## src/rtl/tpsc_pkg.sv

```systemverilog
// Shared types, constants and the row base table for the text page scan capture.
// No dependencies; imported by every module of the block.
package tpsc_pkg;

  localparam int unsigned SCREEN_COLUMNS = 40;
  localparam int unsigned SCREEN_ROWS    = 24;
  localparam int unsigned CELLS          = SCREEN_COLUMNS * SCREEN_ROWS;

  localparam int unsigned ROW_W  = 5;
  localparam int unsigned COL_W  = 6;
  localparam int unsigned CELL_W = $clog2(CELLS);
  localparam int unsigned CODE_W = 7;
  localparam int unsigned ADDR_W = 16;

  localparam logic [ADDR_W-1:0] ADDR_RESET = 16'h0400;
  localparam logic [5:0]        CODE_MASK  = 6'b111111;
  localparam logic [CODE_W-1:0] CODE_LOW   = 7'h20;
  localparam logic [CODE_W-1:0] CODE_LIFT  = 7'h40;

  typedef enum logic {
    CMD_SAMPLE = 1'b0,
    CMD_READ   = 1'b1
  } cmd_e;

  // Write request into the screen store
  typedef struct packed {
    logic              en;
    logic [CELL_W-1:0] addr;
    logic [CODE_W-1:0] data;
  } wr_req_t;

  // Current scan position and fill status of the store
  typedef struct packed {
    logic [ROW_W-1:0]  row;
    logic [COL_W-1:0]  col;
    logic [CELL_W-1:0] lin;
    logic              wrapped;
  } scan_pos_t;

  // Interleaved text page base of a row
  function automatic logic [ADDR_W-1:0] row_base(input logic [ROW_W-1:0] row);
    logic [ADDR_W-1:0] base;
    case (row)
      5'd0:    base = 16'h0400;
      5'd1:    base = 16'h0480;
      5'd2:    base = 16'h0500;
      5'd3:    base = 16'h0580;
      5'd4:    base = 16'h0600;
      5'd5:    base = 16'h0680;
      5'd6:    base = 16'h0700;
      5'd7:    base = 16'h0780;
      5'd8:    base = 16'h0428;
      5'd9:    base = 16'h04A8;
      5'd10:   base = 16'h0528;
      5'd11:   base = 16'h05A8;
      5'd12:   base = 16'h0628;
      5'd13:   base = 16'h06A8;
      5'd14:   base = 16'h0728;
      5'd15:   base = 16'h07A8;
      5'd16:   base = 16'h0450;
      5'd17:   base = 16'h04D0;
      5'd18:   base = 16'h0550;
      5'd19:   base = 16'h05D0;
      5'd20:   base = 16'h0650;
      5'd21:   base = 16'h06D0;
      5'd22:   base = 16'h0750;
      5'd23:   base = 16'h07D0;
      default: base = 16'h0400;
    endcase
    return base;
  endfunction

  // Row-major cell index: row * 40 + col as shifts and adds
  function automatic logic [CELL_W-1:0] cell_index(input logic [ROW_W-1:0] row,
                                                   input logic [COL_W-1:0] col);
    logic [CELL_W-1:0] r;
    r = CELL_W'(row);
    return (r << 5) + (r << 3) + CELL_W'(col);
  endfunction

endpackage

```

## src/rtl/tpsc_scan.sv

```systemverilog
// Scan control: phase-1 edge detect, column/row counters, fill index and fetch address.
// Depends on tpsc_pkg for the row base table, constants and structs.
module tpsc_scan
  import tpsc_pkg::*;
(
  input  logic              clk_i,
  input  logic              rst_ni,
  input  logic              sample_i,     // accepted bus sample item
  input  logic              phase_level_i,
  input  logic [7:0]        bus_byte_i,
  output wr_req_t           wr_o,
  output scan_pos_t         pos_o,
  output logic              edge_o,
  output logic [CODE_W-1:0] code_o,
  output logic [ADDR_W-1:0] addr_o        // address after this item's update
);

  logic              phase_q, phase_d;
  logic [ROW_W-1:0]  row_q, row_d;
  logic [COL_W-1:0]  col_q, col_d;
  logic [CELL_W-1:0] lin_q, lin_d;
  logic              wrapped_q, wrapped_d;
  logic [ADDR_W-1:0] addr_q, addr_d;
  logic              falling;
  logic [5:0]        low6;
  logic [CODE_W-1:0] code;

  // Fold control codes up into the printable range
  always_comb begin
    low6 = bus_byte_i[5:0] & CODE_MASK;
    code = {1'b0, low6};
    if (code < CODE_LOW) begin
      code = code + CODE_LIFT;
    end
  end

  // Advance the position on a falling edge of phase 1
  always_comb begin
    falling   = sample_i && !phase_level_i && phase_q;
    phase_d   = sample_i ? phase_level_i : phase_q;
    row_d     = row_q;
    col_d     = col_q;
    lin_d     = lin_q;
    wrapped_d = wrapped_q;
    addr_d    = addr_q;
    if (falling) begin
      if (col_q == COL_W'(SCREEN_COLUMNS - 1)) begin
        col_d = '0;
        row_d = (row_q == ROW_W'(SCREEN_ROWS - 1)) ? '0 : row_q + 1'b1;
      end else begin
        col_d = col_q + 1'b1;
      end
      if (lin_q == CELL_W'(CELLS - 1)) begin
        lin_d     = '0;
        wrapped_d = 1'b1;
      end else begin
        lin_d = lin_q + 1'b1;
      end
      addr_d = row_base(row_d) + ADDR_W'(col_d);
    end
  end

  always_ff @(posedge clk_i or negedge rst_ni) begin
    if (!rst_ni) begin
      phase_q   <= 1'b0;
      row_q     <= '0;
      col_q     <= '0;
      lin_q     <= '0;
      wrapped_q <= 1'b0;
      addr_q    <= ADDR_RESET;
    end else begin
      phase_q   <= phase_d;
      row_q     <= row_d;
      col_q     <= col_d;
      lin_q     <= lin_d;
      wrapped_q <= wrapped_d;
      addr_q    <= addr_d;
    end
  end

  assign wr_o.en       = falling;
  assign wr_o.addr     = lin_q;
  assign wr_o.data     = code;
  assign pos_o.row     = row_q;
  assign pos_o.col     = col_q;
  assign pos_o.lin     = lin_q;
  assign pos_o.wrapped = wrapped_q;
  assign edge_o        = falling;
  assign code_o        = falling ? code : '0;
  assign addr_o        = addr_d;

endmodule

```

## config.mk

```make
export PLATFORM = sky130hd
export DESIGN_NAME = tpsc_scan
export DESIGN_NICKNAME = d
export VERILOG_FILES = /design/src/rtl/tpsc_pkg.sv /design/src/rtl/tpsc_scan.sv
export SDC_FILE = /design/constraint.sdc
export NUM_CORES = 1
export LEC_CHECK = 0
export BUFFER_PORTS_ARGS = -buffer_cell sky130_fd_sc_hd__buf_2
export CAP_MARGIN = 20
export CORE_MARGIN = 10
export CORE_UTILIZATION = 46
export DETAILED_ROUTE_END_ITERATION = 10
export HOLD_SLACK_MARGIN = 0.15
export PLACE_DENSITY = 0.76
export SETUP_SLACK_MARGIN = 0.02
export SLEW_MARGIN = 20
export SYNTH_ARGS = -nofsm -noshare
export SYNTH_HDL_FRONTEND = slang
export SYNTH_SLANG_ARGS = --single-unit
```

## constraint.sdc

```tcl
create_clock -name clk_i -period 3.51 [get_ports clk_i]
set_input_delay 1.053 -clock clk_i [delete_from_list [all_inputs] [get_ports clk_i]]
set_output_delay 1.053 -clock clk_i [all_outputs]
set_load 0.01 [all_outputs]
```

==> reports/summary.txt <==
status: complete, but fails checks
violated checks: negative setup slack
worst r2r src: row_q[1]
sequential share of the synthesized area: 40.89%
asr flop ratio synth: 100.0%
crit end category: output port
Post-synth EDFFs: 0
worst-path fanout max: 5
fin util: 64.74%
Min Hold Slack: 0.4658 ns
Hold Crit Depth: 2
core area: 5075 um2
Routed WL per cell: 15.06 um
Power Total: 1.356 mW
Primary FF master, synth: dfrtp_1
footprint of the multi-input gates: 1304 um2
drt drc: 0
Fmax: 248.0 MHz
P_leak: 1.727 nW
crit start category: flop
Mapped Area: 2390 um2
number of port buffers: 73
crit path max-delay cell type: dfrtp_2
drt first-iter violations: 117
Hold/Removal Path Class: flop to flop
clk root buf: clkbuf_8
H-tree levels: 2
Hold Startpoint: addr_q[4]
clock transition at the registers of the reported paths: 0.08 ns
hold_buf cts: 0
fin nets: 370
Place WS: -0.2238 ns
setup_tns: -2.694 ns
Die X: 92.08 um
die area: 8478 um2
chip height: 92.08 um
Max-Cap Viols: 0
effective utilization at floorplan: 47.09%
crit path DAT: 2.98 ns
Global Route Usage Sum: 14.79%
num rows: 26
r2r worst-path depth: 14
vias per cell: 5.154
Max Root-Sink Buffers: 2
syn avg cell area: 9.483 um2
final-report max-slew violation count: 0
share of cells above drive strength 1: 47.73%
Hold Crit Endpoint: addr_q[4]
synth warn: 0
CTS sink cnt: 39
Crit path top cell by count: inv_2
DRT Pass-1 Iters: 4
final setup margin: -0.5216 ns
DRT antenna net count: 0
Final Cycle Share: 114.9%
crit-path max cell delay: 0.44 ns
Final HPWL DP: 4750 um
Syn Inst Count: 252
first-pass GRT wire length: 10,610 um
worst-margin pin slew: 0.8757 ns
later-pin clock latency in the skew report: 0.29 ns
Syn-to-layout area delta: 37.49%
final count of hold timing violations: 0
boundary pin count: 76
Synth cell types: 50
#FFs+latches synth: 39
Cell Pwr Density: 412.6 nW/um2
total wire length: 6354 um
R2R Setup Slk: 0.73 ns
Slew HR: 41.62%
RSZ-0062 raised after global routing: true
antenna fix cells: 0
grt total ovfl: 0
initial antenna violation count: 0
Num CTS Buffers: 5
largest net degree at the start of global routing: 40
Setup-failing EPs final: 8
Vias: 2,175
Setup CP Type: flop to output port
CTS tree: built
Final Skew: 0.003869 ns
Seq. cell area: 978.4 um2
# fillers: 430
Crit path required time: 2.46 ns
R2R Path End: addr_q[7]
Final min period: 4.032 ns
crit-path cells: ha_4, a21bo_4, a2111oi_4, or2_4, inv_2, fa_2, inv_2, a21o_1, o21a_1, o211ai_1, a32o_2, buf_6
worst vdd ir: 0.2703 mV
net count after synthesis: 271
RePlAce Congestion: 0.8562
vias in the first global route: 2,213
==> cells in the mapped netlist (2+ instances only) <==
| cell | number | area (um2) |
|---|---|---|
| dfrtp_1 | 38 | 950.9 |
| nand2_1 | 33 | 123.9 |
| nor2_1 | 19 | 71.32 |
| buf_4 | 18 | 135.1 |
| nand3_1 | 11 | 55.05 |
| and2_1 | 10 | 62.56 |
| o21ai_0 | 10 | 50.05 |
| xnor2_1 | 10 | 87.58 |
| inv_1 | 9 | 33.78 |
| xor2_1 | 9 | 78.83 |
| a21o_1 | 6 | 45.04 |
| clkbuf_1 | 6 | 22.52 |
| ha_1 | 6 | 75.07 |
| and3_1 | 5 | 31.28 |
| nand2b_1 | 5 | 31.28 |
| a31oi_1 | 4 | 25.02 |
| nor3_1 | 4 | 20.02 |
| buf_6 | 3 | 33.78 |
| mux2_2 | 3 | 33.78 |
| nand4_1 | 3 | 18.77 |
| o21ai_1 | 3 | 15.01 |
| a21bo_2 | 2 | 20.02 |
| and4bb_2 | 2 | 25.02 |
| buf_2 | 2 | 10.01 |
| mux2i_1 | 2 | 20.02 |
| nor3_2 | 2 | 20.02 |
| o211ai_1 | 2 | 15.01 |
| o31ai_1 | 2 | 15.01 |
| or2_2 | 2 | 12.51 |
==> power breakdown <==
part | switching [mW] | internal [mW] | leakage [nW]
Sequential | 0.0593 | 0.510 | 0.509
Combinational | 0.200 | 0.192 | 1.16
Clock | 0.165 | 0.230 | 0.0612
==> through the flow <==
step	std cells	area, um2
after floorplan	252	2424
after global placement	406	2988
after detailed placement	406	2988
after CTS	420	3249
after global routing	422	3286
final	422	3286
==> worst max-delay path: cells and delay by family (launching register included) <==
family                   cells  cell delay (ns)
AO/OA/AOI/OAI                6             1.27
adder cells (fa/ha/maj)      2             0.57
buffers and inverters        3             0.23
flip-flops                   1             0.44
AND/OR/NAND/NOR              1             0.19
==> layout make-up <==
type	instances	area share (%)
repair buffers	121	23.27
multi-input cells	175	39.68
clock inverters	2	1.066
flip-flops and latches	39	29.78
well taps	70	2.666
inverters	9	1.028
clock buffers	6	2.513
==> state kept, by name, summed over array words and instances, names as in the netlist <==
name,flops
row_q,5
phase_q,1
col_q,6
lin_q,10
addr_q,16
wrapped_q,1
==> repair_timing <==
| action | 4_1_cts | 5_1_grt |
|---|---|---|
| buffers inserted | 6 | 2 |
| gates resized for setup | 20 | 4 |
| pin swaps | 8 | 8 |
| setup endpoints to repair | 8 | 8 |
==> layer usage <==
metal / part of all wire [%] / global-route usage, % / vias to the layer above
met5: 0 / 0 / -
li1: - / - / 1036
met2: 52 / 25.53 / 74
met1: 40 / 17.21 / 1061
met3: 7.9 / 5.053 / 4
met4: 0.65 / 3.470 / 0
==> logic make-up after synthesis <==
logic type / Yosys count / synth area share, %
flip-flops: 39 / 40.89
buffers and inverters: 38 / 9.843
adder cells (fa/ha/maj): 7 / 3.979
multiplexers: 5 / 2.251
XOR/XNOR: 19 / 6.963
AND/OR/NAND/NOR: 103 / 22.62
AO/OA/AOI/OAI: 41 / 13.46
==> worst max path at each step <==
stage	from	endpoint	slack (ns)
global placement	col_q[0]	addr_o[9]	-0.18
finish	row_q[1]	addr_o[9]	-0.52
CTS	row_q[1]	addr_o[9]	-0.49
detailed placement	col_q[0]	addr_o[9]	-0.22
global route	row_q[0]	addr_o[9]	-0.65
floorplan	row_q[1]	addr_o[9]	-0.08
==> placed cells by master, fill, tap and decap left out, types with 7 or more instances in the layout <==
master / Yosys / layout
nand2_1: 33 / 31
o21ai_0: 10 / 7
xnor2_1: 10 / 9
buf_4: 18 / 45
and2_1: 10 / 9
dfrtp_1: 38 / 37
buf_2: 2 / 70
xor2_1: 9 / 8
nor2_1: 19 / 18
nand3_1: 11 / 10
(Power assumes the default switching activity.)
